`config.mk`:
```
export PLATFORM = sky130hd
export DESIGN_NAME = bgrs_ram
export DESIGN_NICKNAME = d
export VERILOG_FILES = /design/src/bgrs_ram.sv
export SDC_FILE = /design/constraint.sdc
export NUM_CORES = 2
export LEC_CHECK = 0
export BUFFER_PORTS_ARGS = -buffer_cell sky130_fd_sc_hd__buf_2
export CAP_MARGIN = 40
export CORE_MARGIN = 8
export CORE_UTILIZATION = 35
export CTS_CLUSTER_SIZE = 20
export DETAILED_ROUTE_END_ITERATION = 6
export GPL_TIMING_DRIVEN = 1
export PLACE_DENSITY = 0.53
export SYNTH_ARGS = -nofsm -noshare
export SYNTH_HDL_FRONTEND = slang
export SYNTH_SLANG_ARGS = --single-unit
```
`constraint.sdc`:
```
create_clock -name clk -period 3.8 [get_ports clk]
set_input_delay 0.38 -clock clk [delete_from_list [all_inputs] [get_ports clk]]
set_output_delay 0.38 -clock clk [all_outputs]
set_load 0.02 [all_outputs]
```
`src/bgrs_ram.sv`:
```
// ----------------------------------------------------------------------------
// bgrs_ram
// Generic single write port, single read port RAM with registered read data.
// ----------------------------------------------------------------------------
module bgrs_ram #(
  parameter int WIDTH = 8,
  parameter int DEPTH = 256
) (
  input  logic                     clk,
  input  logic                     we,
  input  logic [$clog2(DEPTH)-1:0] waddr,
  input  logic [WIDTH-1:0]         wdata,
  input  logic [$clog2(DEPTH)-1:0] raddr,
  output logic [WIDTH-1:0]         rdata
);

  logic [WIDTH-1:0] mem [DEPTH];

  always_ff @(posedge clk) begin
    if (we) begin
      mem[waddr] <= wdata;
    end
    rdata <= mem[raddr];
  end

endmodule

```
Word level (Yosys, flattened, before mapping)
Memories as Yosys holds them, arrays and structs flattened. A register that Yosys moved wholly into a read port is not among the register bits.
Cells that the tools add are included.
Cells by class
  mux-type cells: 2
Operators with widths (number)
  2-to-1 mux 1 bit: 2
Word-level totals
  bits in registers: 0
  bits in writable memories: 2048
  bits of input ports: 26
  output and inout port bits: 8
  word-level logic and storage cells: 3
  memories: 1
Memory list
  mem: words 256, width 8, rd ports 1, clocked after Yosys merged registers in 1, write ports 1, line 17  | logic [WIDTH-1:0] mem [DEPTH];

Depth between registers and ports, before layout
  depth after elaboration: 2
  gate-level depth with buffers: 11
  mapped depth without buffers: 6

Worst setup path after synthesis
Ideal clock, no wire load.
  kind: input to register
  from: input raddr[0]
  to: register rdata[2] (read register of mem)
  library setup time: 131 ps
  data arrival time: 2187 ps
  required time: 3669 ps
  path slack: 1482 ps
  cell stages on the path: 9
  path buffers: 4
  cells stage by stage: buf_6 -> buf_12 -> buf_8 -> buf_2 -> mux4_2 -> a22oi_1 -> a21oi_1 -> nor4_1 -> nor4_2
RTL lines
  from (decl): line 13  | input logic [$clog2(DEPTH)-1:0] raddr,
  to (decl): line 14  | output logic [WIDTH-1:0] rdata

==> results by group <==
Timing
  • RSZ-0062 raised after global routing: false
  • Slew Limit Headroom: 0.153
  • Slew at the pin closest to its max-slew limit: 1.27 ns
  • Layout Skew: 0.0469 ns
  • Setup TNS: 0 ns
  • Fin crit share: 0.704
  • Final hold violation count: 0
  • Max-slew violations: 0
  • Final min period: 2.67 ns
  • Fmax: 374 MHz
  • # setup viols final: 0

Setup path
  • Setup CP Type: primary input to flip-flop
  • CP endpoint kind: flip-flop
  • R2r setup slk: 1.20 ns
  • CP max FO: 17
  • Reg2reg start: mem[47][0]
  • Reg-to-Reg End: rdata[0]
  • Crit path launch: raddr[0]
  • Reg2reg path depth: 6
  • CP arrival: 3.40 ns
  • CP endpoint: rdata[7]
  • Critical Path RT: 4.52 ns
  • Crit path launch type: primary input

Place
  • Area post-placement: 85,400 sq um
  • Buffers added on ports: 33
  • Post-DP HPWL: 134 mm
  • Placer congestion estimate: 0.822

Detailed routing
  • Drt first pass iters: 7
  • DRC: 0
  • DR vias/cell: 5.39
  • Wirelength per Cell: 29.2 microns
  • Initial DRC count: 4,120
  • Routed wire length: 213 mm
  • Detail Route Antenna Nets: 0
  • Routed via count: 39,300

GRT
  • Total track usage: 0.172
  • Largest net degree at the start of global routing: 125
  • Vias in the first global route: 40,200
  • Grt total ovfl: 0
  • Antenna violations before repair: 12
  • Wire length of the first global-routing pass: 304 mm

Clock tree
  • Clock tree root driver cell: clkbuf_16
  • Clk sinks: 2,056
  • Max Root-Sink Buffers: 3
  • H-tree lvl count: 4
  • CTS Hold Bufs: 0
  • Post-cts resize count: 0
  • CTS tree: built
  • Postcts setup bufs: 0
  • Clk_lat worst skew: 0.85 ns
  • TritonCTS buffer count: 209
  • Reg clk slew, reported paths: 0.06 ns

Min path
  • Worst hold path class: primary input to flip-flop

Layout
  • Area Growth Syn to Fin: 15.4%
  • Post-layout nets: 4,133
  • Most frequent cells in the layout: 2,048 x edfxtp_1, 454 x mux4_2, 322 x buf_4
  • Commonest non-fill, non-tap cell in the layout: edfxtp_1
  • Share of layout cells above drive strength 1: 0.266
  • Fin area: 91,800 sq um
  • Core Util, Final: 0.405

Die
  • Core area: 227,000 sq um
  • IO Pins: 34
  • # rows: 175
  • Die W: 493 microns
  • Die ar.: 243,000 sq um
  • Initial Util: 0.351
  • Die Height: 493 microns

Power
  • Max VDD drop: 370 uV
  • Power per cell area: 511 nW/um^2
  • P_leak: 28.6 nW
  • P_int: 36.8 mW
  • Switching power: 10.2 mW
  • Sequential group share of total power: 0.534
  • Comb power frac: 0.052
  • Switching share of power: 0.216
  • Clock power frac: 0.414

Logic synthesis
  • Mapped Cells: 3,733
  • Distinct cell type count after synthesis: 55
  • Syn_nets: 3,759
  • Yosys reg bits: 2,056
  • Seq/Total Area, Yosys: 0.775
  • Synth Warn #: 0
  • Ys async rst share: 0
  • Netlist Area Pre-Place: 79,600 sq um
  • Post-synth top flop: edfxtp_1
  • Post-synth EDFFs: 2,048
  • Avg Inst Size Synth: 21.3 sq um

Run
  • Maxcap violations: 0

Outcome
  • Outcome: completed
-- worst min-delay path by stage --
stage / start / slack [ns] / cells after the start / to
6_report: wdata[1] / 0.004 / 1 / mem[114][1]
5_1_grt: wdata[5] / 0.02 / 1 / mem[203][5]
4_1_cts: wdata[6] / 0.01 / 1 / mem[202][6]
3_5_place_dp: rdata[3] / 0.90 / 1 / rdata[3]
3_3_place_gp: wdata[5] / 0.88 / 1 / mem[202][5]
2_1_floorplan: wdata[0] / 0.48 / 0 / mem[0][0]
-- final cells by class --
| cell class | instances | area (sq um) |
|---|---|---|
| inverter | 2 | 7.51 |
| tap | 3009 | 3760 |
| antenna | 4 | 10.0 |
| clock buffer | 275 | 5580 |
| timing repair buffer | 396 | 3480 |
| clock inverter | 106 | 798 |
| sequential | 2056 | 61700 |
| multi-input combinational | 1442 | 16500 |
| fill | 20000 | 135000 |
-- flip-flops by register name, indices dropped and copies added, names as in the netlist --
register	cells
mem	2048
rdata	8
-- synthesized netlist by cell type (2+ instances only) --
master	count	area, sq um
edfxtp_1	2048	61500
mux4_2	454	10200
nor2_1	282	1060
mux2i_1	134	1340
a22oi_1	133	998
clkbuf_1	111	417
a21oi_1	96	480
o221ai_1	46	403
nand3_1	34	170
nand2_1	33	124
buf_2	31	155
nor2b_1	31	194
o22ai_1	28	175
buf_4	27	203
nor4_1	24	150
buf_1	22	82.6
nor3_1	22	110
buf_6	21	236
a211oi_1	16	120
a221oi_1	13	114
buf_8	13	195
nand4_1	10	62.6
o211ai_1	10	75.1
o21ai_0	10	50.1
a22o_1	8	70.1
buf_12	8	160
dfxtp_1	8	160
nand2b_1	8	50.1
and2_1	6	37.5
o22a_1	5	43.8
o32ai_1	4	35.0
or2_2	4	25.0
nor4_2	3	37.5
a2111oi_0	2	17.5
a2111oi_1	2	20.0
a311oi_1	2	17.5
a31oi_1	2	12.5
and3b_1	2	17.5
mux4_1	2	52.6
nand3b_1	2	15.0
o21ai_1	2	10.0
-- cells by family (layout without fill, tap and decap cells) --
kind of cell | count (synthesis) | after routing | synth area share
DFF | 2056 | 2056 | 0.775
and+or+nand+nor | 466 | 466 | 0.0263
other | 0 | 4 | 0
buffers and inverters | 235 | 779 | 0.0183
AOI/OAI and AO/OA | 385 | 385 | 0.0342
muxes | 591 | 591 | 0.146
-- power groups by stage --
| stage | clock network (mW) | logic, mW | registers, mW |
|---|---|---|---|
| floorplan | 0 | 1.21 | 25.5 |
| global placement | 0 | 2.44 | 25.5 |
| detailed placement | 0 | 2.46 | 25.5 |
| CTS | 19.8 | 2.46 | 25.1 |
| global route | 20.6 | 2.55 | 25.0 |
| finish | 19.4 | 2.43 | 25.1 |
-- per-layer routing --
metal  routed length [microns]  track usage
met5                         0            0
met4                      5560       0.0467
met3                     12700       0.0297
met2                    103000        0.280
met1                     91700        0.239
-- critical path, stage by stage --
cell,delay [ns]
buf_8,0.24
buf_12,0.25
buf_12,0.21
buf_4,0.23
buf_4,0.17
mux2i_1,0.19
o22ai_1,0.09
o21ai_0,0.32
nand3_1,0.23
nor4_1,0.68
buf_4,0.26
nor4_1,0.06
-- through the flow --
stage          hold slack, ns  total power [mW]  setup WS, ns  instances
3_5_place_dp            0.898              28.0         0.255       6905
2_1_floorplan           0.479              26.7          1.48       3733
4_1_cts                0.0121              47.3          1.13       7286
6_report              0.00443              46.9          1.13       7290
3_3_place_gp            0.885              28.0        -0.315       6879
5_1_grt                0.0229              48.2          1.10       7289
No activity file was read; power rests on OpenSTA's default activity.
