<file path="src/bgrs_pkg.sv">
// ----------------------------------------------------------------------------
// bgrs_pkg
// Types and constants shared by the bitmap glyph row scaler: item beats,
// clamped configuration and the control word that rides the pipeline.
// ----------------------------------------------------------------------------
package bgrs_pkg;

  // item modes
  localparam logic MODE_WRITE  = 1'b0;
  localparam logic MODE_RENDER = 1'b1;

  // configuration register indexes
  localparam logic [1:0] REG_GLYPH_WIDTH  = 2'd0;
  localparam logic [1:0] REG_GLYPH_HEIGHT = 2'd1;
  localparam logic [1:0] REG_SCALE_FACTOR = 2'd2;
  localparam logic [1:0] REG_GLYPH_COUNT  = 2'd3;

  // reset values
  localparam logic [4:0] RST_GLYPH_WIDTH  = 5'd8;
  localparam logic [5:0] RST_GLYPH_HEIGHT = 6'd16;
  localparam logic [2:0] RST_SCALE_FACTOR = 3'd1;
  localparam logic [9:0] RST_GLYPH_COUNT  = 10'd256;

  // glyph used for codes beyond the font
  localparam logic [8:0] QUESTION_GLYPH = 9'd63;

  typedef struct packed {
    logic        mode;
    logic [14:0] font_address;
    logic [7:0]  font_byte;
    logic [15:0] glyph_code;
    logic [6:0]  out_row;
    logic        bold;
    logic        underline;
  } in_item_t;

  typedef struct packed {
    logic [63:0] pixel_row;
    logic        row_valid;
    logic        substituted;
  } out_item_t;

  // configuration after saturation into legal ranges
  typedef struct packed {
    logic [4:0] w;   // 1..16
    logic [5:0] h;   // 1..32
    logic [2:0] s;   // 1..4
    logic [9:0] n;   // 1..512
  } cfg_t;

  // per-beat control carried down the pipeline
  typedef struct packed {
    logic        vld;
    logic        wr;
    logic        rd;
    logic [14:0] waddr;
    logic [7:0]  wbyte;
    logic        subst;
    logic        bold;
    logic        under;
    logic        last;
  } ctl_t;

endpackage

</file>
<file path="src/bgrs_addr.sv">
// ----------------------------------------------------------------------------
// bgrs_addr
// Front of the pipeline: glyph substitution and source row, glyph base
// product, row base address, and wrap of both byte addresses into the font.
// ----------------------------------------------------------------------------
module bgrs_addr
  import bgrs_pkg::*;
#(
  parameter int FONT_BYTES = 32768
) (
  input  logic                          clk,
  input  logic                          rst,
  input  logic                          in_valid,
  input  in_item_t                      cmd,
  input  cfg_t                          cfg,
  output ctl_t                          ctl_d,
  output logic [$clog2(FONT_BYTES)-1:0] addr0_d,
  output logic [$clog2(FONT_BYTES)-1:0] addr1_d
);

  localparam int AW = $clog2(FONT_BYTES);

  // stage a: substitution, source row, range check
  ctl_t        ctl_a, ctl_a_next;
  logic [8:0]  code_a, code_a_next;
  logic [4:0]  srow_a;
  logic [7:0]  rows_total;
  logic [14:0] mul3;
  logic [6:0]  srow_full;
  logic        in_range;
  logic        code_ok;

  always_comb begin
    rows_total = 8'(cfg.h) * 8'(cfg.s);
    in_range   = {1'b0, cmd.out_row} < rows_total;
    code_ok    = cmd.glyph_code < 16'(cfg.n);
    mul3       = 15'(cmd.out_row) * 15'd171;
    case (cfg.s)
      3'd1:    srow_full = cmd.out_row;
      3'd2:    srow_full = cmd.out_row >> 1;
      3'd3:    srow_full = 7'(mul3 >> 9);
      default: srow_full = cmd.out_row >> 2;
    endcase
    ctl_a_next.vld   = in_valid;
    ctl_a_next.wr    = (cmd.mode == MODE_WRITE) &&
                       ({2'b00, cmd.font_address} < 17'(FONT_BYTES));
    ctl_a_next.rd    = (cmd.mode == MODE_RENDER) && in_range;
    ctl_a_next.waddr = cmd.font_address;
    ctl_a_next.wbyte = cmd.font_byte;
    ctl_a_next.subst = (cmd.mode == MODE_RENDER) && in_range && !code_ok;
    ctl_a_next.bold  = cmd.bold;
    ctl_a_next.under = cmd.underline;
    ctl_a_next.last  = srow_full == 7'(cfg.h - 6'd1);
    code_a_next      = code_ok ? cmd.glyph_code[8:0] : QUESTION_GLYPH;
  end

  always_ff @(posedge clk) begin
    if (rst) begin
      ctl_a.vld <= 1'b0;
    end else begin
      ctl_a <= ctl_a_next;
    end
    code_a <= code_a_next;
    srow_a <= srow_full[4:0];
  end

  // stage b: glyph base = code * height
  ctl_t        ctl_b;
  logic [14:0] prod_b;
  logic [4:0]  srow_b;

  always_ff @(posedge clk) begin
    if (rst) begin
      ctl_b.vld <= 1'b0;
    end else begin
      ctl_b <= ctl_a;
    end
    prod_b <= 15'(code_a) * 15'(cfg.h);
    srow_b <= srow_a;
  end

  // stage c: row base in bytes, and the following byte
  ctl_t        ctl_c;
  logic [14:0] base0_c, base1_c;
  logic [14:0] sum_b, base_b;

  always_comb begin
    sum_b  = prod_b + 15'(srow_b);
    base_b = (cfg.w > 5'd8) ? {sum_b[13:0], 1'b0} : sum_b;
  end

  always_ff @(posedge clk) begin
    if (rst) begin
      ctl_c.vld <= 1'b0;
    end else begin
      ctl_c <= ctl_b;
    end
    base0_c <= base_b;
    base1_c <= base_b + 15'd1;
  end

  // stage d: wrap both addresses into the font size
  logic [22:0] r0, r1;

  always_comb begin
    r0 = 23'(base0_c);
    r1 = 23'(base1_c);
    for (int k = 6; k >= 0; k--) begin
      if (r0 >= 23'(FONT_BYTES << k)) begin
        r0 = r0 - 23'(FONT_BYTES << k);
      end
      if (r1 >= 23'(FONT_BYTES << k)) begin
        r1 = r1 - 23'(FONT_BYTES << k);
      end
    end
  end

  always_ff @(posedge clk) begin
    if (rst) begin
      ctl_d.vld <= 1'b0;
    end else begin
      ctl_d <= ctl_c;
    end
    addr0_d <= r0[AW-1:0];
    addr1_d <= r1[AW-1:0];
  end

endmodule

</file>
<file path="config.mk">
export PLATFORM = sky130hd
export DESIGN_NAME = bgrs_addr
export DESIGN_NICKNAME = d
export VERILOG_FILES = /design/src/bgrs_pkg.sv /design/src/bgrs_addr.sv
export SDC_FILE = /design/constraint.sdc
export NUM_CORES = 1
export LEC_CHECK = 0
export BUFFER_PORTS_ARGS = -buffer_cell sky130_fd_sc_hd__clkbuf_2
export CAP_MARGIN = 20
export CORE_MARGIN = 2
export CORE_UTILIZATION = 50
export DETAILED_ROUTE_END_ITERATION = 6
export PLACE_DENSITY = 0.71
export RECOVER_POWER = 100
export REMOVE_ABC_BUFFERS = 1
export SYNTH_ARGS = -nofsm -noshare
export SYNTH_HDL_FRONTEND = slang
export SYNTH_SLANG_ARGS = --single-unit
</file>
<file path="constraint.sdc">
create_clock -name clk -period 5.7 [get_ports clk]
set_input_delay 0.855 -clock clk [delete_from_list [all_inputs] [get_ports clk]]
set_output_delay 0.855 -clock clk [all_outputs]
set_load 0.005 [all_outputs]
</file>
Word-level counts from Yosys, hierarchy flattened
Cells that the tools add are included.
- word-level logic and storage cells: 63
- register bits: 214
- bits in writable memories: 0
- bits in latches: 0
- bits in read-only memories: 0
- memories: 0
- muxes and demuxes: 2
- divide/modulo/power cells: 0
- equal/unequal tests: 4
- add/subtract/negate cells: 3
- multipliers: 3
- magnitude comparators: 3
- shift operators: 0
- bitwise gates (word level): 1
- reduce and logical (&&, ||, !) cells: 3
- operator list (kind ; number):
    case mux 7 bit (3 select lines) ; 1
    < comparator 16 x 10 -> 1 bit ; 1
    adder 15 x 1 -> 15 bit (second input constant) ; 1
    adder 15 x 5 -> 15 bit ; 1
    multiplier 7 x 8 -> 15 bit (second input constant) ; 1
    multiplier 9 x 6 -> 15 bit ; 1
    2-to-1 mux 15 bit ; 1
    < comparator 7 x 8 -> 1 bit ; 1
    multiplier 6 x 3 -> 8 bit ; 1
    equality test 7 bit ; 1
    subtractor 6 x 1 -> 7 bit (second input constant) ; 1
    equality test 3 x 2 -> 1 bit (second input constant) ; 2
    > comparator 5 x 4 -> 1 bit (second input constant) ; 1
    equality test 3 x 1 -> 1 bit (second input constant) ; 1
    logical AND 1 bit ; 2
    logical NOT 1 bit ; 1
    inverter 1 bit ; 1

Longest topological paths before layout
- depth after elaboration: 4
- gate-level depth with buffers: 18
- gate-level depth less buffers: 16

Worst setup path after synthesis
Ideal clock, no wire load.
- path type: input-to-reg
- from: in cmd[6] (netlist bit)
- to: reg ctl_a[0] (netlist bit) (data pin)
- arrival time: 4.559 ns
- cell stages on the path: 15
- slack: 0.965 ns
- required time: 5.524 ns
- cell sequence: ha_1 -> fa_1 -> inv_1 -> fa_1 -> inv_1 -> fa_1 -> ha_1 -> nand4_1 -> o21a_1 -> a311oi_1 -> a211oi_1 -> xor2_1 -> o21ai_0 -> xnor2_1 -> nor4_1
- RTL lines (element ; line ; text):
    start, declared ; bgrs_addr.sv:14 ; input in_item_t cmd,
    end signal, assigned ; bgrs_addr.sv:61 ; ctl_a <= ctl_a_next;
    end, declared ; bgrs_addr.sv:24 ; ctl_t ctl_a, ctl_a_next;

==> impl_metrics.ini <==
[placed_design]
place_ws_ns = 0.415
port_buffers = 135
place_inst = 1235
gp_congestion = 0.822
dpl.hpwl_um = 13000

[setup_path]
cp_num_buf_inv = 3
slowest_delay_ns = 0.51
cp.depth = 16
startpoint = cmd[8]
r2r-start = code_a[3]
worst_ep_required_time_ns = 6.01
startpoint_type = input port
critPathCaptureType = register
cp_cell_sequence = clkbuf_1, ha_1, fa_1, inv_1, fa_1, inv_1, fa_1, ha_1, nand4_1, o21a_1, a311oi_1, a211oi_1, xor2_1, o21ai_0, xnor2_1, nor4_1
r2r_setup_slack_ns = 1.74
cp_common_cell = fa_1
critPathTopFamily = adder cells
worstPathArrival_ns = 5.27
crit_type = input port to register
endpoint = ctl_a[0]
path_max_fanout = 8
r2r_end = prod_b[13]
crit_path_top_delay_cell = fa_1
reg2regPathDepth = 15

[layout]
layout_commonest_cell = edfxtp_1
layout-drive-gt1-share_pct = 15.2
fin_nets = 1194
mostFrequentLayoutCells = 116 x edfxtp_1, 106 x clkbuf_2, 98 x dfxtp_1
diodes = 0
synthToLayoutAreaGrowth_pct = 15.1
stdcell_count = 1269

[detailed_routing]
routed_via_density = 4.99
num_vias = 6327
route.detailed.drc = 0
first_pass_iters = 5
wl_um = 17500
dr.first_iter.drc_count = 233
wl_per_cell_um = 13.8
antenna_left = 0

[yosys]
synth.largest_area_cell = edfxtp_1
synthArstFlopShare_pct = 0
synth_top_area_share_pct = 34.0
synth-seq-cells = 214
ys_warn_count = 0
syn_inst = 847
syn_area_um2 = 10200
avgSynthCellArea_um2 = 12.1
synth_edf_count = 116
synth.area.top_cells = edfxtp_1 34%, dfxtp_1 19%, ha_1 11%
ys_types = 60
ys.flop_type = edfxtp_1
ys_seq_area_share_pct = 53.1

[sta]
rsz0062_at_grt = no
fmax_ghz = 0.201
min_period_over_period_pct = 87.1
skew_ns = 0.00792
fin_tns_setup_ns = 0
slew_violations = 61
hold_ws_ns = 0.325
setup_violations = 0
hold_viol_final = 0
relSlewSlack_pct = -62.1
worst_pin_slew_ns = 2.42
setup_ws_ns = 0.735
fin_crit_ns = 4.96

[grt]
overflow = 0
grt_max_degree = 61
groute.usage.overall_pct = 16.1
antenna_found_initial = 0
grt_first_pass_wirelength_um = 28900
grt_pass1_vias = 6030

[floorplanning]
die_y_um = 147
fp.dieArea_um2 = 21700
die_x_um = 147
core_area_um2 = 20200
std_cell_rows = 52
start_util_pct = 50.8
io_pins = 136

[status]
violations = capacitance limit, slew limit
status = complete, but fails checks

[clock_network]
postCtsHoldBufs = 0
path_clk_slew_ns = 0.07
cts_made_buffers = 20
root_buffer = clkbuf_16
worstSkewPairLatency_ns = 0.48
cts_buffer_depth = 3
clock-sinks = 214
cts_setup_buffers = 0
cts_resized = 0
cts.htree.levels = 1
tritoncts = done

[power]
leakage_nw = 5.23
p_per_area_nw_per_um2 = 381
ir_worst_vdd_mv = 0.186
total_power_mw = 4.50

[run]
maxCapViolCount = 1

[worst_hold_path]
min_path_type = register to register
state kept, by name (all words and copies together), names as in the netlist:
signal   flops
base0_c     15
ctl_a       30
srow_a       5
srow_b       5
code_a       9
ctl_b       30
addr1_d     15
ctl_c       30
prod_b      15
base1_c     15
addr0_d     15
ctl_d       30
cell type report:
cell class | instances | area (µm²)
fillers | 1699 | 8380
flip-flops and latches | 214 | 5450
multi-input cells | 528 | 4380
repair buffers | 138 | 654
clock buffers | 28 | 593
well taps | 270 | 338
inverters | 85 | 320
clock inverters | 6 | 67.6
power breakdown:
group          switching, mW  internal [mW]
Combinational          0.660          0.504
Sequential             0.103           1.93
Clock                  0.525          0.774
layer usage:
metal	vias to the layer above	share of wire (%)	track usage, %
met3	21	5.3	2.05
li1	3212	-	-
met5	-	0	0
met2	157	46	25.4
met1	2937	47	23.7
met4	0	1.8	4.04
per-stage QoR:
| stage | util, % | area, µm² |
|---|---|---|
| 4_1_cts | 58.8 | 11900 |
| 5_1_grt | 58.5 | 11800 |
| 6_report | 58.5 | 11800 |
| 3_3_place_gp | 55.5 | 11200 |
| 3_5_place_dp | 55.5 | 11200 |
| 2_1_floorplan | - | 10200 |
synthesized netlist by cell type (all sizes together), types with 4 or more instances:
master,number
nand2b,6
inv,85
nor3,9
o31ai,7
nor2,39
and3,4
nand4,7
a211oi,10
and2,29
nand3,12
or2,8
a21oi,26
nand2,78
o21bai,8
xnor2,26
a22oi,4
fa,44
a21o,13
o21ai,21
ha,87
nor2b,11
buf,4
xor2,24
clkbuf,16
o21a,4
a31oi,6
dfxtp,98
edfxtp,116
worst min path at each step:
stage | cells past startpoint | startpoint | endpoint
floorplan | 0 | base0_c[0] | addr0_d[0]
global placement | 0 | base1_c[14] | addr1_d[14]
detailed placement | 0 | base0_c[9] | addr0_d[9]
CTS | 0 | base0_c[5] | addr0_d[5]
global route | 0 | base0_c[1] | addr0_d[1]
finish | 0 | base0_c[1] | addr0_d[1]
kinds of logic (layout without fill, tap and decap cells):
family | Yosys count | after routing | share of synthesized area, %
AOI/OAI and AO/OA | 128 | 128 | 8.71
and+or+nand+nor | 214 | 214 | 10.2
adders and majority gates | 131 | 131 | 19.2
muxes | 5 | 5 | 0.513
DFF | 214 | 214 | 53.1
xor gates and xnor gates | 50 | 50 | 4.27
buffers and inverters | 105 | 257 | 3.99
worst reg2reg max path, cell delays in order (launching register included):
cell and delay [ns]:
dfxtp_1 0.36, and2_1 0.18, fa_1 0.54, inv_1 0.05, fa_1 0.46, fa_1 0.54, inv_1 0.04, ha_1 0.33
a21o_1 0.20, a21oi_1 0.20, o21bai_1 0.09, a21oi_1 0.22, o21ai_0 0.17, a21o_1 0.20, a21oi_1 0.17, xnor2_1 0.13
No activity file was read; power rests on OpenSTA's default activity.
