--- src/bgrs_pkg.sv ---
// ----------------------------------------------------------------------------
// bgrs_pkg
// Types and constants shared by the bitmap glyph row scaler: item beats,
// clamped configuration and the control word that rides the pipeline.
// ----------------------------------------------------------------------------
package bgrs_pkg;

  // item modes
  localparam logic MODE_WRITE  = 1'b0;
  localparam logic MODE_RENDER = 1'b1;

  // configuration register indexes
  localparam logic [1:0] REG_GLYPH_WIDTH  = 2'd0;
  localparam logic [1:0] REG_GLYPH_HEIGHT = 2'd1;
  localparam logic [1:0] REG_SCALE_FACTOR = 2'd2;
  localparam logic [1:0] REG_GLYPH_COUNT  = 2'd3;

  // reset values
  localparam logic [4:0] RST_GLYPH_WIDTH  = 5'd8;
  localparam logic [5:0] RST_GLYPH_HEIGHT = 6'd16;
  localparam logic [2:0] RST_SCALE_FACTOR = 3'd1;
  localparam logic [9:0] RST_GLYPH_COUNT  = 10'd256;

  // glyph used for codes beyond the font
  localparam logic [8:0] QUESTION_GLYPH = 9'd63;

  typedef struct packed {
    logic        mode;
    logic [14:0] font_address;
    logic [7:0]  font_byte;
    logic [15:0] glyph_code;
    logic [6:0]  out_row;
    logic        bold;
    logic        underline;
  } in_item_t;

  typedef struct packed {
    logic [63:0] pixel_row;
    logic        row_valid;
    logic        substituted;
  } out_item_t;

  // configuration after saturation into legal ranges
  typedef struct packed {
    logic [4:0] w;   // 1..16
    logic [5:0] h;   // 1..32
    logic [2:0] s;   // 1..4
    logic [9:0] n;   // 1..512
  } cfg_t;

  // per-beat control carried down the pipeline
  typedef struct packed {
    logic        vld;
    logic        wr;
    logic        rd;
    logic [14:0] waddr;
    logic [7:0]  wbyte;
    logic        subst;
    logic        bold;
    logic        under;
    logic        last;
  } ctl_t;

endpackage

--- src/bgrs_row.sv ---
// ----------------------------------------------------------------------------
// bgrs_row
// Back of the pipeline: lines up control with font read data, forms the
// styled source row and replicates each column into the output mask.
// ----------------------------------------------------------------------------
module bgrs_row
  import bgrs_pkg::*;
(
  input  logic      clk,
  input  logic      rst,
  input  cfg_t      cfg,
  input  ctl_t      ctl_d,
  input  logic [7:0] byte0,
  input  logic [7:0] byte1,
  output logic      done,
  output out_item_t result
);

  // stage e: read data arrives with this beat
  ctl_t ctl_e;

  always_ff @(posedge clk) begin
    if (rst) begin
      ctl_e.vld <= 1'b0;
    end else begin
      ctl_e <= ctl_d;
    end
  end

  // stage f: left-aligned row, styled, then reversed so column c is bit c
  ctl_t        ctl_f;
  logic [15:0] rev_f;
  logic [15:0] raw, mask_w, la, rev;

  always_comb begin
    raw    = (cfg.w > 5'd8) ? {byte0, byte1} : {byte0, 8'h00};
    mask_w = ~(16'hffff >> cfg.w);
    la     = raw & mask_w;
    if (ctl_e.bold) begin
      la = (la | (la >> 1)) & mask_w;
    end
    if (ctl_e.under && ctl_e.last) begin
      la = mask_w;
    end
    for (int c = 0; c < 16; c++) begin
      rev[c] = la[15-c];
    end
  end

  always_ff @(posedge clk) begin
    if (rst) begin
      ctl_f.vld <= 1'b0;
    end else begin
      ctl_f <= ctl_e;
    end
    rev_f <= rev;
  end

  // stage g: column replication
  logic [63:0] pix;

  always_comb begin
    pix = '0;
    case (cfg.s)
      3'd1: begin
        for (int c = 0; c < 16; c++) begin
          pix[c] = rev_f[c];
        end
      end
      3'd2: begin
        for (int c = 0; c < 16; c++) begin
          for (int r = 0; r < 2; r++) begin
            pix[c*2+r] = rev_f[c];
          end
        end
      end
      3'd3: begin
        for (int c = 0; c < 16; c++) begin
          for (int r = 0; r < 3; r++) begin
            pix[c*3+r] = rev_f[c];
          end
        end
      end
      default: begin
        for (int c = 0; c < 16; c++) begin
          for (int r = 0; r < 4; r++) begin
            pix[c*4+r] = rev_f[c];
          end
        end
      end
    endcase
  end

  always_ff @(posedge clk) begin
    if (rst) begin
      done <= 1'b0;
    end else begin
      done <= ctl_f.vld;
    end
    result.pixel_row   <= ctl_f.rd ? pix : 64'd0;
    result.row_valid   <= ctl_f.rd;
    result.substituted <= ctl_f.subst;
  end

endmodule

--- config.mk ---
export PLATFORM = sky130hd
export DESIGN_NAME = bgrs_row
export DESIGN_NICKNAME = d
export VERILOG_FILES = /design/src/bgrs_pkg.sv /design/src/bgrs_row.sv
export SDC_FILE = /design/constraint.sdc
export NUM_CORES = 1
export LEC_CHECK = 0
export BUFFER_PORTS_ARGS = -buffer_cell sky130_fd_sc_hd__clkbuf_2
export CAP_MARGIN = 20
export CORE_ASPECT_RATIO = 0.5
export CORE_MARGIN = 2
export CORE_UTILIZATION = 40
export CTS_CLUSTER_SIZE = 12
export DETAILED_ROUTE_END_ITERATION = 7
export GPL_TIMING_DRIVEN = 0
export PLACE_DENSITY = 0.74
export SYNTH_ARGS = -nofsm -noshare
export SYNTH_HDL_FRONTEND = slang
export SYNTH_SLANG_ARGS = --single-unit
--- constraint.sdc ---
create_clock -name clk -period 1.55 [get_ports clk]
set_clock_uncertainty 0.1 [all_clocks]
set_input_delay 0.2325 -clock clk [delete_from_list [all_inputs] [get_ports clk]]
set_output_delay 0.2325 -clock clk [all_outputs]
set_load 0.02 [all_outputs]
# --- Word level (Yosys, flattened, before mapping) ---
# Index checks and enable logic that the tools add are counted.
classes:
  magnitude_cmp: 1
  eq_ne: 3
  shift: 1
  mux: 6
  n_bitwise: 5
  reduce_logical: 3
op_table:
  columns: ["operator", "n"]
  rows:
  - ["$pmux 16 s3", 2]
  - ["$and 16x16->16", 2]
  - ["$mux 16", 2]
  - ["$pmux 16 s2", 1]
  - ["$not 16->16", 1]
  - ["$or 16x15->16", 1]
  - ["$shr 16x5->16 const A", 1]
  - ["$mux 8", 1]
  - ["$eq 3x2->1 const B", 2]
  - ["$gt 5x4->1 const B", 1]
  - ["$reduce_or 4->1", 1]
  - ["$eq 3x1->1 const B", 1]
  - ["$reduce_or 2->1", 1]
  - ["$logic_and 1x1->1", 1]
  - ["$not 1->1", 1]
totals:
  register_bits: 89
  input_bits: 72
  out_inout_bits: 67
  elab_cells: 34

# --- Longest topological paths before layout ---
# Gate-level depths: netlist (run 1).
depth:
  depth_word: 7
  mapped_depth: 6
  mapped_depth_nobuf: 3

# --- Least setup slack after synthesis (run 1) ---
# OpenSTA, ideal clock, no wires.
synth_timing:
  path_kind: "input port to flip-flop"
  startpoint: "input port cfg[20] (netlist bit)"
  endpoint: "register rev_f[2]"
  setup_time_ps: 127
  arrival_time_ps: 1064
  t_required_ps: 1323
  setup_slack_ps: 259
  cell_stages: 3
  n_path_buf: 0
  cell_sequence: "or4_4 -> a311oi_1 -> a21oi_1"
synth_via:
  elab_chain_cells: 7
synth_lines:
  columns: ["element", "line_no", "text"]
  rows:
  - ["start, declared", "bgrs_row.sv:11", "input cfg_t cfg,"]
  - ["$shr 16x5->16 *", "bgrs_row.sv:37", "mask_w = ~(16'hffff >> cfg.w);"]
  - ["$not 16->16 *", "bgrs_row.sv:37", null]
  - ["$and 16x16->16", "bgrs_row.sv:38", "la = raw & mask_w;"]
  - ["$or 16x15->16", "bgrs_row.sv:40", "la = (la | (la >> 1)) & mask_w;"]
  - ["$and 16x16->16", "bgrs_row.sv:40", null]
  - ["$mux 16", "bgrs_row.sv:39", "if (ctl_e.bold) begin"]
  - ["$mux 16 *", "bgrs_row.sv:42", "if (ctl_e.under && ctl_e.last) begin"]
  - ["named net la[13]", "bgrs_row.sv:33", "logic [15:0] raw, mask_w, la, rev;"]
  - ["end signal, assigned", "bgrs_row.sv:56", "rev_f <= rev;"]
  - ["end, declared", "bgrs_row.sv:32", "logic [15:0] rev_f;"]
# Mark *: on every way through the listed nets, which the timed path passes. The rest lies on a longest branch.
# A chain may end at the register's enable or synchronous reset.

# --- Final worst setup path (run 1) ---
layout_timing:
  startpoint: "register ctl_f[27] (netlist bit)"
  endpoint: "register result[40] (netlist bit)"
layout_rtl:
  columns: ["element", "line_no", "text"]
  rows:
  - ["start, declared", "bgrs_row.sv:31", "ctl_t ctl_f;"]
  - ["start signal, assigned", "bgrs_row.sv:54", "ctl_f <= ctl_e;"]
  - ["end, declared", "bgrs_row.sv:16", "output out_item_t result"]
# No word-level cell between the ends.

==> impl_metrics.json, run 1 <==
{
  "worstSetupEndpoint": "result[40]",
  "synth-main-ff-cell": "dfxtp_1",
  "pwr-share-clk": 0.445,
  "via_count": 2353,
  "yosysWarnings": 0,
  "tns_ns": 0,
  "viasPerCell": 4.802,
  "drc": 0,
  "clock_path_buffers": 2,
  "clkSinkCount": 66,
  "io_pins": 139,
  "synthArstFlopShare": 0,
  "die_height_um": 63.57,
  "worst_pin_slew_ns": 0.4018,
  "netlist-cell-type-count": 46,
  "fmax_mhz": 711.0,
  "grt_first_pass_wirelength_um": 10200,
  "grt_pass1_vias": 2160,
  "final_nets": 465,
  "slew_headroom": 0.7321,
  "seqPwrFrac": 0.395,
  "p_int_mw": 3.814,
  "antennaDiodeCount": 0,
  "endpoint_kind": "register",
  "hpwl_um": 4764,
  "reg2reg_depth": 3,
  "fin_crit_ns": 1.407,
  "cts_buffers": 9,
  "setup_viol": 0,
  "drive_gt1_frac": 0.4045,
  "ant_nets": 0,
  "antenna_found_initial": 0,
  "insertion_delay_ns": 0.32,
  "switchingPower_mw": 1.249,
  "synth_edf_count": 7,
  "swShare": 0.2467,
  "synth_area_per_cell_um2": 10.14,
  "rsz0062_at_grt": "false",
  "cp-start-kind": "register",
  "finalHoldViolCount": 0,
  "startpoint": "ctl_f[27]",
  "cts_tree": "yes",
  "ys_ff_latch": 66,
  "syn-cell-area_mm2": 0.002839,
  "status": "finished clean",
  "wl_um": 6268,
  "coreArea_mm2": 0.006779,
  "fin_ws_ns": 0.1435,
  "r2r-end": "result[40]",
  "crit_fanout": 10,
  "ir_drop_uv": 760.7,
  "crit_type": "reg -> reg",
  "worst-endpoint-arrival_ns": 1.56,
  "whs_ns": 0.01604,
  "grt_max_degree": 13,
  "h-tree-depth": 3,
  "area_growth_pct": 35.08,
  "slew_violations": 0,
  "fillers": 617,
  "fin_crit_sh": 0.9074,
  "cts_root_buffer": "clkbuf_16",
  "wl_per_cell_um": 12.79,
  "reg2reg_from": "ctl_f[27]",
  "cts.clk_slew.worst_paths_ns": 0.05,
  "hold_class": "in -> reg",
  "synth_fp_nets": 352,
  "gr-total-overflow": 0,
  "drt_iter0_drc": 70,
  "synth_seq_area_share": 0.4901,
  "rows": 21,
  "synthCells": 280,
  "place_ws_ns": 0.04046,
  "worstPathRequired_ns": 1.70,
  "ff2ff_setup_slack_ns": 0.14,
  "p_comb_frac": 0.160,
  "initial_core_util": 0.4188,
  "max_cap_viol_count": 0,
  "p_per_area_mw_per_mm2": 1320,
  "die_x_um": 123.1,
  "p_leak_nw": 1.792,
  "drt-pass1-iter-count": 4,
  "dieArea_mm2": 0.007828,
  "grt_usage": 0.1697,
  "portBuffers": 97,
  "gp_congestion": 0.8485
}
[state kept, by name (all words and copies together), names as in the netlist]
name    count
ctl_e       6
ctl_f       3
done        1
result     40
rev_f      16
[cell usage after synthesis, drive strengths merged, types with 2 or more instances]
master,number,area share
nor2b,8,0.020
o21ai,3,0.0053
mux2i,6,0.021
o221a,2,0.0079
o31a,3,0.0093
dfxtp,59,0.42
a21oi,29,0.051
mux2,4,0.016
and3,4,0.0088
nor2,3,0.0040
and3b,3,0.0093
and2,12,0.026
o21a,8,0.021
nand2b,5,0.011
buf,35,0.094
edfxtp,7,0.074
a32oi,2,0.0062
o2bb2ai,5,0.015
nand2,21,0.029
inv,3,0.0040
a31oi,2,0.0044
a22oi,9,0.024
o22a,2,0.0062
a21boi,22,0.059
nor3,2,0.0035
clkbuf,9,0.012
[timing repair]
item | 4_1_cts | 5_1_grt
setup buffers | 0 | 0
resized for setup | 0 | 2
endpoints found under the setup margin | 0 | 10
hold buffers | 5 | 0
hold endpoints to repair | 5 | 0
[kinds of logic after synthesis]
group	count (synthesis)	share of synthesized area
AOI/OAI and AO/OA	93	0.2318
DFF	66	0.4901
and+or+nand+nor	64	0.1313
buffers and inverters	47	0.1097
muxes	10	0.03702
[area by class of cell]
class                           instances  area (um2)  share of cell area
Inverter                                3       11.26            0.002936
Buffer                                 44       301.5             0.07863
Clock inverter                          6       115.1             0.03002
Tap cell                               92       115.1             0.03002
Multi-Input combinational cell        167        1136              0.2962
Timing Repair Buffer                  102       535.5              0.1396
Clock buffer                           10       229.0             0.05971
Sequential cell                        66        1391              0.3628
[stage by stage]
stage / utilization / power [mW] / instance area [um2] / std cells
after detailed placement: 0.5074 / 2.831 / 3440 / 469
after global placement: 0.5074 / 2.822 / 3440 / 469
after floorplan: - / 2.545 / 2839 / 280
after global routing: 0.5657 / 5.295 / 3835 / 490
after CTS: 0.5655 / 5.107 / 3834 / 490
final: 0.5657 / 5.063 / 3835 / 490
[critical path, stage by stage, from the launching register on]
cell,delay (ns)
edfxtp_1,0.39
clkbuf_1,0.30
clkbuf_1,0.33
a21boi_1,0.22
[power by group through the flow]
| stage | clock network, mW | registers [mW] | logic [mW] |
|---|---|---|---|
| after floorplan | 0 | 2.11 | 0.431 |
| after global placement | 0 | 2.03 | 0.792 |
| after detailed placement | 0 | 2.03 | 0.797 |
| after CTS | 2.30 | 2.00 | 0.813 |
| after global routing | 2.39 | 2.02 | 0.884 |
| final | 2.26 | 2.00 | 0.809 |
[how the worst min path moves through the flow]
stage / cells after the start / startpoint / slack (ns) / to
after floorplan: 1 / rst / 0.20 / ctl_e[29]
after global placement: 0 / ctl_f[3] / 0.23 / result[0]
after detailed placement: 0 / ctl_f[3] / 0.23 / result[0]
after CTS: 2 / ctl_d[29] / 0.008 / ctl_e[29]
after global routing: 2 / rst / 0.03 / done
final: 2 / ctl_d[29] / 0.02 / ctl_e[29]
[routing by layer]
metal,global-route usage,part of all wire
met2,0.2521,0.44
met1,0.2321,0.47
met4,0.05966,0.0069
met3,0.05254,0.083
met5,0,0
[layout by cell type, fill, tap and decap left out, drive strengths merged, types with 2 or more instances in the layout]
cell type	instances
o21ai	3
a21oi	29
clkbuf	116
buf	35
nand2b	5
a21boi	22
mux2	4
nor3	2
a32oi	2
clkinv	2
o21a	8
and2	12
o31a	3
dlygate4sd3	5
o22a	2
edfxtp	7
a31oi	2
nor2b	8
nand2	21
and3	4
bufinv	3
dfxtp	59
o221a	2
mux2i	6
a22oi	9
o2bb2ai	5
nor2	3
and3b	3
inv	3
Note: power is estimated with default switching activity, not from simulation.
==> inputs of run 2 (changes only) <==
Settings changed: BUFFER_PORTS_ARGS -buffer_cell sky130_fd_sc_hd__clkbuf_2 to -buffer_cell sky130_fd_sc_hd__buf_2.
==> run 2 against run 1 <==
  * Cell count is the same
  * Non-clock buffer count unchanged
  * Critical path type unchanged
  * Sequential share of layout area up 0.65 points
  * Via count increased by 0.81%
==> impl_metrics.json, run 2 (synthesized netlist as in run 1, its figures left out) <==
{
  "cts_buffers": 9,
  "worstHoldPathCells": 2,
  "path_buf_inv": 2,
  "finalHoldViolCount": 0,
  "worst_pin_slew_ns": 0.4031,
  "fin_ws_ns": 0.2035,
  "place_ws_ns": 0.03981,
  "hold_class": "in -> reg",
  "die_height_um": 63.57,
  "setup_viol": 0,
  "dieArea_mm2": 0.007828,
  "antenna_found_initial": 0,
  "final_cell_mix": "100 x buf_2, 59 x dfxtp_1, 30 x buf_4, 29 x a21oi_1, 20 x nand2_1",
  "io_pins": 139,
  "coreArea_mm2": 0.006779,
  "holdPathEnd": "ctl_e[29]",
  "r2r-end": "result[4]",
  "drt_iter0_drc": 79,
  "drt-pass1-iter-count": 4,
  "largest_reg_flops": 40,
  "fin_crit_sh": 0.8687,
  "slowest_stage": "edfxtp_1",
  "die_x_um": 123.1,
  "rsz0062_at_grt": "false",
  "gr-total-overflow": 0,
  "slew_headroom": 0.7312,
  "hold_start": "rst",
  "wl_um": 6230,
  "worst-endpoint-arrival_ns": 1.51,
  "h-tree-depth": 3,
  "insertion_delay_ns": 0.32,
  "clock_path_buffers": 2,
  "layout.cells.most_common": "buf_2",
  "viasPerCell": 4.841,
  "crit_fanout": 10,
  "ff2ff_setup_slack_ns": 0.20,
  "p_leak_nw": 1.796,
  "drive_gt1_frac": 0.4045,
  "fin_crit_ns": 1.347,
  "clkSinkCount": 66,
  "portBuffers": 97,
  "crit_type": "reg -> reg",
  "drc": 0,
  "slew_violations": 0,
  "reg.largest.list": "result x40, rev_f x16, ctl_e x6",
  "max_cap_viol_count": 0,
  "grt_max_degree": 12,
  "rows": 21,
  "status": "finished clean",
  "grt_pass1_vias": 2178,
  "via_count": 2372,
  "final_nets": 465,
  "ant_nets": 0,
  "endpoint_kind": "register",
  "antennaDiodeCount": 0,
  "path_cells": "clkbuf_1, clkbuf_2, o221a_2",
  "initial_core_util": 0.4188,
  "wl_per_cell_um": 12.71,
  "p_per_area_mw_per_mm2": 1221,
  "reg2reg_depth": 3,
  "placed_cell_area_mm2": 0.003440,
  "reg2reg_from": "ctl_f[27]",
  "area_growth_pct": 32.70,
  "stdcell_area_mm2": 0.003767,
  "cts_tree": "yes",
  "grt_first_pass_wirelength_um": 10270,
  "ir_drop_uv": 767.5,
  "cp-start-kind": "register",
  "crit_family": "buffers and inverters",
  "cts.clk_slew.worst_paths_ns": 0.05,
  "regMostFlops": "result",
  "hpwl_um": 4759,
  "fmax_mhz": 742.6,
  "cts_root_buffer": "clkbuf_16",
  "tns_ns": 0,
  "worstPathRequired_ns": 1.71,
  "max_stage_delay_ns": 0.40,
  "gp_congestion": 0.8532,
  "grt_usage": 0.1707
}
## run 2: cell types whose count changed in the layout (fill, tap and decap cells not counted)
cell / delta
buf_2: +97
bufinv_16: -3
clkbuf_2: -96
clkbuf_8: +2
clkinv_2: +3
clkinv_4: -2
clkinvlp_4: -1
## run 2: how the worst max path moves through the flow
stage | start | end | slack, ns | depth (start not counted)
after CTS | ctl_f[27] | result[4] | 0.05 | 3
after global routing | ctl_e[2] | rev_f[3] | 0.08 | 3
after floorplan | cfg[20] | rev_f[2] | 0.26 | 3
after detailed placement | cfg[21] | rev_f[2] | 0.04 | 4
after global placement | cfg[20] | rev_f[2] | 0.03 | 4
final | ctl_f[27] | result[4] | 0.20 | 3
## run 2: power by group
part	switching, mW	internal (mW)
Sequential	0.113	1.89
Combinational	0.449	0.360
Clock	0.635	1.16
## run 2: layer usage
layer  part of all wire  track usage
met5                  0            0
met4             0.0072      0.04830
met3              0.075      0.06250
met2               0.43       0.2562
met1               0.48       0.2299
## run 2: cell type report
cell class                      instances  area [um2]
Inverter                                3       11.26
Clock buffer                           13       260.3
Clock inverter                          3       15.01
Timing Repair Buffer                  102       535.5
Sequential cell                        66        1391
Fill cell                             618        3012
Multi-Input combinational cell        167        1136
Buffer                                 44       302.8
Tap cell                               92       115.1
## run 2: per-stage QoR
step | util | hold WS [ns] | std cells | total power [mW]
after floorplan | - | 0.2041 | 280 | 2.545
after global placement | 0.5074 | 0.2328 | 469 | 2.820
after detailed placement | 0.5074 | 0.2336 | 469 | 2.828
after CTS | 0.5554 | 0.008116 | 490 | 4.634
after global routing | 0.5557 | 0.01406 | 490 | 4.847
final | 0.5557 | 0.01105 | 490 | 4.600
## run 2: what timing repair did
action,CTS,global route
setup buffers,0,0
gates resized for setup,0,4
setup endpoints to repair,0,4
endpoints found under the hold margin,5,0
hold buffers,5,0
==> inputs of run 3 (changes only) <==
Settings changed: CORE_ASPECT_RATIO 0.5 to 0.8.
==> run 3 against run 2 <==
  * Total power fell by 11%
  * Die area fell by 0.47%
  * Critical endpoint is now ctl_e[29]
  * Highest routed layer unchanged
  * Worst hold slack improved by 0.020 ns
  * Cell count fell by 0.82%
  * Largest cell class unchanged
  * Largest power group unchanged
  * Count of clock-buffer cells in the layout did not move
==> impl_metrics.json, run 3 (synthesized netlist as in run 1, its figures left out) <==
{
  "antennaDiodeCount": 0,
  "cp-start-kind": "primary input",
  "path_cells": "dlygate4sd3_1, buf_2, nor2b_1, dlygate4sd3_1",
  "gp_congestion": 0.8652,
  "fin_crit_ns": 1.361,
  "fillers": 641,
  "slew_violations": 0,
  "drt_iter0_drc": 119,
  "post-route-util": 0.5350,
  "placed_cells": 464,
  "hold_start": "byte0[7]",
  "grt_pass1_vias": 2225,
  "max_cap_viol_count": 0,
  "cts_tree": "yes",
  "cts_root_buffer": "clkbuf_8",
  "holdPathEnd": "rev_f[0]",
  "clock_path_buffers": 2,
  "worstHoldPathCells": 2,
  "via_count": 2378,
  "grt_max_degree": 12,
  "ant_nets": 0,
  "layout.cells.most_common": "buf_2",
  "p_leak_nw": 1.758,
  "max_stage_delay_ns": 0.54,
  "reg.largest.list": "result x40, rev_f x16, ctl_e x6",
  "drt-pass1-iter-count": 4,
  "endpoint_kind": "register",
  "regMostFlops": "result",
  "tns_ns": 0,
  "insertion_delay_ns": 0.33,
  "die_x_um": 98.19,
  "final_cell_mix": "100 x buf_2, 59 x dfxtp_1, 30 x buf_4, 29 x a21oi_1, 20 x nand2_1",
  "portBuffers": 97,
  "drive_gt1_frac": 0.4035,
  "antenna_found_initial": 0,
  "die_height_um": 79.35,
  "r2r-end": "result[4]",
  "gr-total-overflow": 0,
  "path_common_cell": "dlygate4sd3_1",
  "crit_fanout": 4,
  "fin_ws_ns": 0.1888,
  "slowest_stage": "dlygate4sd3_1",
  "h-tree-depth": 3,
  "grt_usage": 0.1779,
  "worst-endpoint-arrival_ns": 1.54,
  "reg2reg_from": "ctl_f[27]",
  "place_ws_ns": 0.01881,
  "crit_type": "in -> reg",
  "cts.clk_slew.worst_paths_ns": 0.07,
  "status": "finished clean",
  "p_per_area_mw_per_mm2": 1113,
  "whs_ns": 0.03136,
  "reg2reg_depth": 3,
  "fin_crit_sh": 0.8782,
  "worstPathRequired_ns": 1.73,
  "fin_cells": 486,
  "hold_class": "in -> reg",
  "power_mw": 4.105,
  "wl_um": 6592,
  "fmax_mhz": 734.6,
  "clkSinkCount": 66,
  "cts_buffers": 9,
  "hpwl_um": 4871,
  "rsz0062_at_grt": "false",
  "area_growth_pct": 29.88,
  "placed_cell_area_mm2": 0.003433,
  "viasPerCell": 4.893,
  "grt_first_pass_wirelength_um": 10850,
  "wl_per_cell_um": 13.56,
  "final_nets": 467,
  "largest_reg_flops": 40,
  "ir_drop_uv": 640.5,
  "drc": 0,
  "ff2ff_setup_slack_ns": 0.20,
  "coreArea_mm2": 0.006892,
  "finalHoldViolCount": 0,
  "slew_headroom": 0.7206,
  "stdcell_area_mm2": 0.003687,
  "dieArea_mm2": 0.007791,
  "io_pins": 139,
  "rows": 27,
  "setup_viol": 0,
  "worst_pin_slew_ns": 0.4190,
  "initial_core_util": 0.4119
}
-- run 3: worst max path at each step --
stage          startpoint         to  slack (ns)  depth (start not counted)
3_3_place_gp      cfg[20]   rev_f[2]        0.02                          4
3_5_place_dp      cfg[20]   rev_f[2]        0.02                          4
2_1_floorplan     cfg[20]   rev_f[2]        0.26                          3
4_1_cts         ctl_f[27]  result[5]        0.03                          3
5_1_grt         ctl_f[27]  result[5]        0.09                          3
6_report              rst  ctl_e[29]        0.19                          4
-- run 3: timing repair --
| item | in CTS | in global routing |
|---|---|---|
| buffers inserted | 0 | 0 |
| hold buffers | 7 | 0 |
| endpoints found under the setup margin | 0 | 14 |
| resized for setup | 0 | 4 |
| endpoints found under the hold margin | 8 | 0 |
-- run 3: critical path, delay by kind of cell --
kind | cells | cell delay [ns]
buf+inv | 3 | 1.21
simple gates | 1 | 0.10
-- run 3: layout make-up --
cell class                      instances  area (um2)  share of cell area
Sequential cell                        66        1391              0.3773
Timing Repair Buffer                  104       555.5              0.1507
Clock buffer                           13       168.9             0.04581
Clock inverter                          2       12.51            0.003393
Tap cell                               87       108.9             0.02952
Inverter                                3       11.26            0.003054
Buffer                                 44       302.8             0.08212
Multi-Input combinational cell        167        1136              0.3081
-- run 3: power breakdown --
part | total, mW | switching [mW] | internal, mW
Clock | 1.29 | 0.591 | 0.700
Combinational | 0.820 | 0.457 | 0.363
Sequential | 1.99 | 0.112 | 1.88
Total | 4.10 | 1.16 | 2.94
-- run 3: routing by layer --
layer | GRT usage | vias to the layer above | share of wire
met5 | 0 | - | 0
met4 | 0.05342 | 0 | 0.012
met3 | 0.06426 | 8 | 0.099
met2 | 0.2726 | 111 | 0.44
met1 | 0.2368 | 1066 | 0.45
li1 | - | 1193 | -
